[config.mk]
export PLATFORM = sky130hd
export DESIGN_NAME = http_request_header_tokenizer
export DESIGN_NICKNAME = d
export VERILOG_FILES = /design/src/rtl/htok_pkg.sv /design/src/rtl/htok_front.sv /design/src/rtl/htok_queue.sv /design/src/rtl/htok_back.sv /design/src/rtl/http_request_header_tokenizer.sv
export SDC_FILE = /design/constraint.sdc
export NUM_CORES = 1
export LEC_CHECK = 0
export ABC_AREA = 1
export BUFFER_PORTS_ARGS = -buffer_cell sky130_fd_sc_hd__buf_4
export CAP_MARGIN = 20
export CORE_ASPECT_RATIO = 1.25
export CORE_MARGIN = 1.5
export CORE_UTILIZATION = 55
export DETAILED_ROUTE_END_ITERATION = 8
export PLACE_DENSITY = 0.88
export SYNTH_ARGS = -nofsm -noshare
export SYNTH_HDL_FRONTEND = slang
export SYNTH_HIERARCHICAL = 1
export SYNTH_SLANG_ARGS = --single-unit
[constraint.sdc]
create_clock -name clk -period 3.16 [get_ports clk]
set_clock_uncertainty 0.2 [all_clocks]
set_input_delay 0 -clock clk [delete_from_list [all_inputs] [get_ports clk]]
set_output_delay 0 -clock clk [all_outputs]
set_load 0.005 [all_outputs]
[src/rtl/htok_pkg.sv]
// ---------------------------------------------------------------------------
// htok_pkg
// Shared types, limits and codes of the request header tokenizer.
// ---------------------------------------------------------------------------
`timescale 1ns / 1ps

package htok_pkg;

  localparam int METHOD_MAX  = 16;
  localparam int URI_MAX     = 256;
  localparam int VERSION_MAX = 16;
  localparam int NAME_MAX    = 64;
  localparam int VALUE_MAX   = 256;
  localparam int HEADERS_MAX = 32;

  localparam int LIMIT_TOP =
    (URI_MAX > VALUE_MAX ? URI_MAX : VALUE_MAX) > NAME_MAX ?
    (URI_MAX > VALUE_MAX ? URI_MAX : VALUE_MAX) : NAME_MAX;
  localparam int FLEN_W = $clog2((LIMIT_TOP > METHOD_MAX ?
    (LIMIT_TOP > VERSION_MAX ? LIMIT_TOP : VERSION_MAX) :
    (METHOD_MAX > VERSION_MAX ? METHOD_MAX : VERSION_MAX)) + 1);
  localparam int HNUM_W = $clog2(HEADERS_MAX + 1);

  localparam int Q_DEPTH = 2;
  localparam int Q_AW    = $clog2(Q_DEPTH);
  localparam int Q_CW    = $clog2(Q_DEPTH + 1);

  localparam logic [7:0] CH_SP       = 8'd32;
  localparam logic [7:0] CH_CR       = 8'd13;
  localparam logic [7:0] CH_LF       = 8'd10;
  localparam logic [7:0] CH_COLON    = 8'd58;
  localparam logic [7:0] CH_UPPER_LO = 8'd64;
  localparam logic [7:0] CH_UPPER_HI = 8'd91;
  localparam logic [7:0] CH_CASE_OFS = 8'd32;

  localparam logic [3:0] PH_METHOD  = 4'd0;
  localparam logic [3:0] PH_URI     = 4'd1;
  localparam logic [3:0] PH_VERSION = 4'd2;
  localparam logic [3:0] PH_VER_LF  = 4'd3;
  localparam logic [3:0] PH_LINE    = 4'd4;
  localparam logic [3:0] PH_NAME    = 4'd5;
  localparam logic [3:0] PH_VALUE   = 4'd6;
  localparam logic [3:0] PH_VAL_LF  = 4'd7;
  localparam logic [3:0] PH_END_LF  = 4'd8;
  localparam logic [3:0] PH_DONE    = 4'd9;
  localparam logic [3:0] PH_ERROR   = 4'd10;

  localparam logic [2:0] KIND_NONE    = 3'd0;
  localparam logic [2:0] KIND_METHOD  = 3'd1;
  localparam logic [2:0] KIND_URI     = 3'd2;
  localparam logic [2:0] KIND_VERSION = 3'd3;
  localparam logic [2:0] KIND_NAME    = 3'd4;
  localparam logic [2:0] KIND_VALUE   = 3'd5;

  localparam logic [1:0] ST_BUSY  = 2'd0;
  localparam logic [1:0] ST_DONE  = 2'd1;
  localparam logic [1:0] ST_ERROR = 2'd2;

  typedef struct packed {
    logic [7:0] data;
    logic [7:0] lower;
    logic       start;
    logic       is_sp;
    logic       is_cr;
    logic       is_lf;
    logic       is_colon;
  } token_t;

endpackage

[src/rtl/htok_front.sv]
// ---------------------------------------------------------------------------
// htok_front
// Input stage: accept a byte, classify it and register the token.
// ---------------------------------------------------------------------------
`timescale 1ns / 1ps

module htok_front (
  input  logic            clk,
  input  logic            rst,
  input  logic            in_valid,
  output logic            in_ready,
  input  logic [7:0]      data_byte,
  input  logic            start_request,
  output logic            tok_valid,
  input  logic            tok_ready,
  output htok_pkg::token_t tok
);
  import htok_pkg::*;

  token_t tok_next;

  assign in_ready = !tok_valid || tok_ready;

  always_comb begin
    tok_next.data     = data_byte;
    tok_next.lower    = (data_byte > CH_UPPER_LO && data_byte < CH_UPPER_HI) ?
                        data_byte + CH_CASE_OFS : data_byte;
    tok_next.start    = start_request;
    tok_next.is_sp    = data_byte == CH_SP;
    tok_next.is_cr    = data_byte == CH_CR;
    tok_next.is_lf    = data_byte == CH_LF;
    tok_next.is_colon = data_byte == CH_COLON;
  end

  always_ff @(posedge clk) begin
    if (rst) begin
      tok_valid <= 1'b0;
    end else if (in_ready) begin
      tok_valid <= in_valid;
    end
  end

  always_ff @(posedge clk) begin
    if (in_valid && in_ready) begin
      tok <= tok_next;
    end
  end

endmodule

[src/rtl/htok_queue.sv]
// ---------------------------------------------------------------------------
// htok_queue
// Short token queue between the classify stage and the parser.
// ---------------------------------------------------------------------------
`timescale 1ns / 1ps

module htok_queue (
  input  logic             clk,
  input  logic             rst,
  input  logic             wr_valid,
  output logic             wr_ready,
  input  htok_pkg::token_t wr_tok,
  output logic             rd_valid,
  input  logic             rd_ready,
  output htok_pkg::token_t rd_tok
);
  import htok_pkg::*;

  token_t            slots [Q_DEPTH];
  logic [Q_AW-1:0]   wr_ptr;
  logic [Q_AW-1:0]   rd_ptr;
  logic [Q_CW-1:0]   count;
  logic              push;
  logic              pop;

  assign wr_ready = count != Q_CW'(Q_DEPTH);
  assign rd_valid = count != '0;
  assign rd_tok   = slots[rd_ptr];
  assign push     = wr_valid && wr_ready;
  assign pop      = rd_valid && rd_ready;

  always_ff @(posedge clk) begin
    if (rst) begin
      wr_ptr <= '0;
      rd_ptr <= '0;
      count  <= '0;
    end else begin
      if (push) begin
        wr_ptr <= (wr_ptr == Q_AW'(Q_DEPTH - 1)) ? '0 : wr_ptr + Q_AW'(1);
      end
      if (pop) begin
        rd_ptr <= (rd_ptr == Q_AW'(Q_DEPTH - 1)) ? '0 : rd_ptr + Q_AW'(1);
      end
      if (push && !pop) begin
        count <= count + Q_CW'(1);
      end else if (pop && !push) begin
        count <= count - Q_CW'(1);
      end
    end
  end

  always_ff @(posedge clk) begin
    if (push) begin
      slots[wr_ptr] <= wr_tok;
    end
  end

  assert property (@(posedge clk) disable iff (rst) count <= Q_CW'(Q_DEPTH))
    else $error("queue count past depth");
  assert property (@(posedge clk) disable iff (rst)
    (push && !pop) |=> count == $past(count) + Q_CW'(1))
    else $error("queue count missed a push");
  assert property (@(posedge clk) disable iff (rst)
    (count == '0) |-> (wr_ptr == rd_ptr))
    else $error("queue pointers apart while empty");

endmodule

[src/rtl/htok_back.sv]
// ---------------------------------------------------------------------------
// htok_back
// Parser: advance the field state per token and register the result word.
// ---------------------------------------------------------------------------
`timescale 1ns / 1ps

module htok_back (
  input  logic             clk,
  input  logic             rst,
  input  logic             tok_valid,
  output logic             tok_ready,
  input  htok_pkg::token_t tok,
  output logic             out_valid,
  input  logic             out_ready,
  output logic [2:0]       field_kind,
  output logic [7:0]       out_byte,
  output logic             field_end,
  output logic [5:0]       header_index,
  output logic [11:0]      method_sum,
  output logic             truncated,
  output logic [1:0]       status
);
  import htok_pkg::*;

  logic [3:0]        phase, phase_next;
  logic [FLEN_W-1:0] flen, flen_next;
  logic [11:0]       mtot, mtot_next;
  logic [HNUM_W-1:0] hnum, hnum_next;
  logic              err, err_next;

  logic [3:0]        ph;
  logic [FLEN_W-1:0] fl;
  logic [11:0]       mt;
  logic [HNUM_W-1:0] hn;
  logic              er;
  logic              extra;
  logic [12:0]       msum;
  logic [2:0]        kind;
  logic [7:0]        obyte;
  logic              fend;
  logic              trunc;
  logic              pop;

  assign tok_ready = !out_valid || out_ready;
  assign pop       = tok_valid && tok_ready;

  always_comb begin
    ph    = tok.start ? PH_METHOD : phase;
    fl    = tok.start ? '0 : flen;
    mt    = tok.start ? '0 : mtot;
    hn    = tok.start ? '0 : hnum;
    er    = tok.start ? 1'b0 : err;
    extra = hn >= HNUM_W'(HEADERS_MAX);
    msum  = {1'b0, mt} + {5'b0, tok.data};
    phase_next = ph;
    flen_next  = fl;
    mtot_next  = mt;
    hnum_next  = hn;
    err_next   = er;
    kind  = KIND_NONE;
    obyte = tok.data;
    fend  = 1'b0;
    trunc = 1'b0;
    unique case (ph)
      PH_METHOD: begin
        if (tok.is_sp) begin
          fend = 1'b1; flen_next = '0; phase_next = PH_URI;
        end else if (fl < FLEN_W'(METHOD_MAX)) begin
          flen_next = fl + FLEN_W'(1);
          kind      = KIND_METHOD;
          mtot_next = msum[12] ? 12'hfff : msum[11:0];
        end else begin
          trunc = 1'b1;
        end
      end
      PH_URI: begin
        if (tok.is_sp) begin
          fend = 1'b1; flen_next = '0; phase_next = PH_VERSION;
        end else if (fl < FLEN_W'(URI_MAX)) begin
          flen_next = fl + FLEN_W'(1);
          kind      = KIND_URI;
        end else begin
          trunc = 1'b1;
        end
      end
      PH_VERSION: begin
        if (tok.is_cr) begin
          fend = 1'b1; flen_next = '0; phase_next = PH_VER_LF;
        end else if (fl < FLEN_W'(VERSION_MAX)) begin
          flen_next = fl + FLEN_W'(1);
          kind      = KIND_VERSION;
        end else begin
          trunc = 1'b1;
        end
      end
      PH_VER_LF, PH_VAL_LF, PH_END_LF: begin
        if (!tok.is_lf) begin
          err_next = 1'b1; phase_next = PH_ERROR;
        end else if (ph == PH_END_LF) begin
          phase_next = PH_DONE;
        end else begin
          if (ph == PH_VAL_LF && !extra) begin
            hnum_next = hn + HNUM_W'(1);
          end
          flen_next  = '0;
          phase_next = PH_LINE;
        end
      end
      PH_LINE, PH_NAME: begin
        if (ph == PH_LINE && tok.is_cr) begin
          phase_next = PH_END_LF;
        end else begin
          phase_next = PH_NAME;
          if (tok.is_colon) begin
            fend = 1'b1; flen_next = '0; phase_next = PH_VALUE;
          end else if (tok.is_cr) begin
            fend = 1'b1; flen_next = '0; phase_next = PH_VAL_LF;
          end else if (!extra && fl < FLEN_W'(NAME_MAX)) begin
            flen_next = fl + FLEN_W'(1);
            kind      = KIND_NAME;
            obyte     = tok.lower;
          end else begin
            trunc = 1'b1;
          end
        end
      end
      PH_VALUE: begin
        if (tok.is_cr) begin
          fend = 1'b1; flen_next = '0; phase_next = PH_VAL_LF;
        end else if (tok.is_sp) begin
          kind = KIND_NONE;
        end else if (!extra && fl < FLEN_W'(VALUE_MAX)) begin
          flen_next = fl + FLEN_W'(1);
          kind      = KIND_VALUE;
        end else begin
          trunc = 1'b1;
        end
      end
      PH_DONE, PH_ERROR: begin
        kind = KIND_NONE;
      end
      default: begin
        err_next = 1'b1; phase_next = PH_ERROR;
      end
    endcase
  end

  always_ff @(posedge clk) begin
    if (rst) begin
      phase     <= PH_METHOD;
      flen      <= '0;
      mtot      <= '0;
      hnum      <= '0;
      err       <= 1'b0;
      out_valid <= 1'b0;
    end else begin
      if (pop) begin
        phase <= phase_next;
        flen  <= flen_next;
        mtot  <= mtot_next;
        hnum  <= hnum_next;
        err   <= err_next;
      end
      if (tok_ready) begin
        out_valid <= tok_valid;
      end
    end
  end

  always_ff @(posedge clk) begin
    if (pop) begin
      field_kind   <= kind;
      out_byte     <= obyte;
      field_end    <= fend;
      header_index <= 6'(hnum_next);
      method_sum   <= mtot_next;
      truncated    <= trunc;
      status       <= err_next ? ST_ERROR :
                      (phase_next == PH_DONE ? ST_DONE : ST_BUSY);
    end
  end

  assert property (@(posedge clk) disable iff (rst)
    (out_valid && status == ST_ERROR) |-> (field_kind == KIND_NONE && !field_end))
    else $error("byte kept after malformed line end");
  assert property (@(posedge clk) disable iff (rst)
    (out_valid && (truncated || field_end)) |-> field_kind == KIND_NONE)
    else $error("dropped or delimiter byte tagged as field data");
  assert property (@(posedge clk) disable iff (rst)
    (pop && !tok.start && err) |=> err)
    else $error("error flag cleared without a new request");
  assert property (@(posedge clk) disable iff (rst)
    (err == (phase == PH_ERROR)))
    else $error("error flag and parse phase disagree");

endmodule

[src/rtl/http_request_header_tokenizer.sv]
// ---------------------------------------------------------------------------
// http_request_header_tokenizer
// Tags each request byte with its field, lowercases header names and tracks
// method sum, header count and line-end errors.
// ---------------------------------------------------------------------------
//  channel  handshake            payload
//  input    in_valid/in_ready    data_byte, start_request
//  output   out_valid/out_ready  field_kind, out_byte, field_end,
//                                header_index, method_sum, truncated, status
//
//  One byte per cycle sustained while the output is not stalled; each byte
//  passes the classify register, two-entry queue and parser output register.
//  The parser computes its next state combinationally from one token.
//  Synchronous reset puts the parser in the method field and empties the queue.
//  Output stalls fill the queue, then hold off the input.
// ---------------------------------------------------------------------------
`timescale 1ns / 1ps

module http_request_header_tokenizer (
  input  logic        clk,
  input  logic        rst,
  input  logic        in_valid,
  output logic        in_ready,
  input  logic [7:0]  data_byte,
  input  logic        start_request,
  output logic        out_valid,
  input  logic        out_ready,
  output logic [2:0]  field_kind,
  output logic [7:0]  out_byte,
  output logic        field_end,
  output logic [5:0]  header_index,
  output logic [11:0] method_sum,
  output logic        truncated,
  output logic [1:0]  status
);
  import htok_pkg::*;

  logic   f_valid, f_ready;
  token_t f_tok;
  logic   q_valid, q_ready;
  token_t q_tok;

  htok_front u_front (
    .clk           (clk),
    .rst           (rst),
    .in_valid      (in_valid),
    .in_ready      (in_ready),
    .data_byte     (data_byte),
    .start_request (start_request),
    .tok_valid     (f_valid),
    .tok_ready     (f_ready),
    .tok           (f_tok)
  );

  htok_queue u_queue (
    .clk      (clk),
    .rst      (rst),
    .wr_valid (f_valid),
    .wr_ready (f_ready),
    .wr_tok   (f_tok),
    .rd_valid (q_valid),
    .rd_ready (q_ready),
    .rd_tok   (q_tok)
  );

  htok_back u_back (
    .clk          (clk),
    .rst          (rst),
    .tok_valid    (q_valid),
    .tok_ready    (q_ready),
    .tok          (q_tok),
    .out_valid    (out_valid),
    .out_ready    (out_ready),
    .field_kind   (field_kind),
    .out_byte     (out_byte),
    .field_end    (field_end),
    .header_index (header_index),
    .method_sum   (method_sum),
    .truncated    (truncated),
    .status       (status)
  );

endmodule

==> impl_results.md <==
- Outcome: complete, no violations
- GRT Util Overall: between 20 and 25%
- R2R depth: 14
- Final Hold Viols: 0
- NetSw: 0.00283 W
- Comb pwr share: between 30 and 40%
- Gate Count Post-Synth: around 760
- Worst-path clk slew: about 60 ps
- R2R Path End: u_back/method_sum[7]
- PnR worst setup slack: about 150 ps
- CTS buffer count: 17
- Initial antenna violation count: 0
- Worst path top cell family by delay: adder cells
- Avg WL per Cell: about 15 um
- Syn Area/Cell: between 9 and 10 um2
- Die Wd: between 100 and 150 um
- Post-DRT Antenna Nets: 0
- Minimum clock period after layout: ~3000 ps
- EDFF count, synth: 91
- Worst reg2reg setup slack: about 150 ps
- Die area: ~0.013 mm2
- Crit path DAT: a little under 3000 ps
- Crit path top cell by count: nand2_1
- Post-CTS Setup Inserts: 0
- # diodes: 0
- Total grt overflow: 0
- Maximum clock frequency: between 0.3 and 0.4 GHz
- First-pass GRT wire length: 24400 um
- Cell area power density: between 900 and 1000 mW/mm2
- Seq/Total Area, Yosys: approximately half
- CP required: roughly 3100 ps
- Vias per cell: between 5 and 6
- Syn_nets: 791
- # DRC: 0
- Crit path largest cell delay: about 410 ps
- HP Class: primary input to register
- CTS Sinks: between 100 and 150
- CP endpoint kind: register
- Max Root-Sink Buffers: 2
- Critical path depth in cells: 14
- Sw Share: between 30 and 40%
- Vias in the first global route: between 5000 and 6000
- Share of post-route cells with drive strength above 1: 21.3%
- Detailed-route via count: around 5500
- Reg power frac: between 30% and 40%
- CP Class: register to register
- Routed WL: about 16000 um
- Fin crit share: between 90% and 100%
- Crit Path Max Fanout: 10
- Cell variety after synth: 47
- Number of H-tree levels: 4
- Max-cap viol count: 0
- Initial DRC count: ~380
- Initial Util: a little under three fifths
- Core box area: approximately 0.012 mm2
- Relative slew slack: a little under three fifths
- Crit path cell chain: buf_12, mux2_4, ha_1, fa_1, nand2_1, nand2_1, nand2_1, nand2_1, nand2_1, nand2_2, a21oi_2, nand3_1, o21ai_1, inv_1
- Int Pwr: between 0.004 and 0.005 W
- Ys flop type: edfxtp_1
- Worst VDD drop: between 0.7 and 0.8 mV
- Synth warn: 6
- Final setup vio count: 0
- Nets: about 860
- Synthesized cell area: between 0.006 and 0.007 mm2
- Hold WS: about 100 ps
- I/O pin count: 48
- Setup TNS: 0 ps
- Port bufs: 47
- Area delta synth->final: 18.7%
- Slew @ Worst Pin: approximately 660 ps
- RSZ-0062 raised after global routing: false
- # fillers: 900
- Final Max Tran Viols: 0
- Post-detail-place hpwl: ~11000 um
- Critical-path top delay cell: fa_1
- Chip height: approximately 130 um
- Crit path buffers/inverters: 2
- Largest net degree at the start of global routing: 35
- Site row count: 45
- CTS tree: yes
- FFs w/ async S/R, synth: 0%
- Startpoint Class: register
- DP Worst Slack: between 100 and 150 ps
- DR pass1 iterations: 5
- Pleak: 3.74 nW
- Flops & latches, synth: 130
- Routability congestion estimate: 0.955
- Clock power frac: between 20% and 30%
- Clk_lat worst skew: approximately 420 ps
- Root buffer cell: clkbuf_16
- Core Util, Final: roughly two thirds
- Worst Setup EP: u_back/method_sum[7]
-- cell usage in the layout (no fill, tap or decap), types with 15 or more instances in the layout --
master and count:
nand2_1 186, inv_1 93, edfxtp_1 91, buf_4 57
nor2_1 57, nand3_1 52, a21oi_1 43, dfxtp_1 38
o21ai_0 30, mux2_4 20, clkbuf_16 18, nand2_2 15
-- power by group through the flow --
stage               Clock (W)  Sequential [W]  Combinational (W)
floorplan                   0         0.00266            0.00194
finish                0.00204         0.00267            0.00295
detailed placement          0         0.00268            0.00283
CTS                   0.00207         0.00266            0.00288
global placement            0         0.00267            0.00275
global route          0.00213         0.00271            0.00323
-- sequential cells by signal, summed over array words and instances, names as in the netlist, 6 cells and up, named ones only --
| register | cells |
|---|---|
| u_queue/slots | 42 |
| u_front/tok | 16 |
| u_back/method_sum | 12 |
| u_back/mtot | 12 |
| u_back/flen | 9 |
| u_back/out_byte | 8 |
| u_back/header_index | 6 |
| u_back/hnum | 6 |
-- how the worst min path moves through the flow --
stage	to	cells past startpoint	startpoint	slack, ps
finish	u_front/tok[4]	2	start_request	100
global route	u_front/tok[4]	2	start_request	100
CTS	u_front/tok[4]	2	start_request	90
detailed placement	u_front/tok[4]	1	start_request	-20
global placement	u_front/tok[4]	1	start_request	-20
floorplan	u_front/tok_valid	1	rst	-130
-- cells in the mapped netlist (3+ instances only) --
cell type	n	share of area, %
mux2_4	20	4.3
nor2_4	6	0.98
buf_6	3	0.49
inv_1	94	5.1
a21oi_1	43	3.1
xor2_1	9	1.1
edfxtp_1	91	39
nand4_1	11	0.99
dfxtp_1	39	11
inv_2	9	0.49
o21ai_0	30	2.2
nand3_1	52	3.8
nor2_2	13	1.2
ha_1	13	2.3
nand3b_1	3	0.33
o21ai_1	9	0.65
o22ai_1	5	0.45
buf_4	7	0.76
nand3_2	6	0.87
nor2_1	58	3.1
clkbuf_1	9	0.49
nand2_2	14	1.3
nand2_1	187	10
-- worst register-to-register path: stages (launching register included) --
cell and delay [ps]:
dfxtp_4 390, buf_12 150, mux2_4 320, ha_1 230
fa_1 410, nand2_1 90, nand2_1 50, nand2_1 60
nand2_1 100, nand2_1 90, nand2_2 100, a21oi_2 220
nand3_1 110, o21ai_1 150, inv_1 70
-- through the flow --
stage | instance area [um2] | instances | total power (W)
finish | 8220 | 1012 | 0.00766
CTS | 8190 | 1011 | 0.00761
detailed placement | 7440 | 966 | 0.00551
global route | 8220 | 1012 | 0.00808
global placement | 7440 | 966 | 0.00542
floorplan | 6930 | 764 | 0.00460
-- cell type report --
class	instances	area, um2	share of cell area (%)
tap	164	205	2.50
sequential	130	3520	42.8
multi-input combinational	510	2880	35.0
clock buffer	17	425	5.17
inverter	104	398	4.84
clock inverter	15	195	2.37
timing repair buffer	72	603	7.33
-- what timing repair did --
action	4_1_cts	5_1_grt
hold buffers	13	0
resized for setup	0	4
endpoints found under the hold margin	59	0
endpoints found under the setup margin	0	19
-- logic make-up (layout without fill, tap and decap cells) --
group / after synthesis / in the layout / synth area share [%]
adders and majority gates: 14 / 14 / 2.64
AOI/OAI and AO/OA: 101 / 101 / 8.35
buffers and inverters: 124 / 208 / 7.77
xor gates and xnor gates: 11 / 11 / 1.50
muxes: 21 / 21 / 4.50
DFF: 130 / 130 / 50.7
and+or+nand+nor: 363 / 363 / 24.5
-- per-layer routing --
metal  part of all wire (%)  wire length, um  global-route usage (%)
met1                     38             5910                    27.3
met2                     53             8300                    43.2
met5                      0                0                       0
met4                    3.3              511                    11.8
met3                    5.8              899                    5.00
Note: power is estimated with default switching activity, not from simulation.
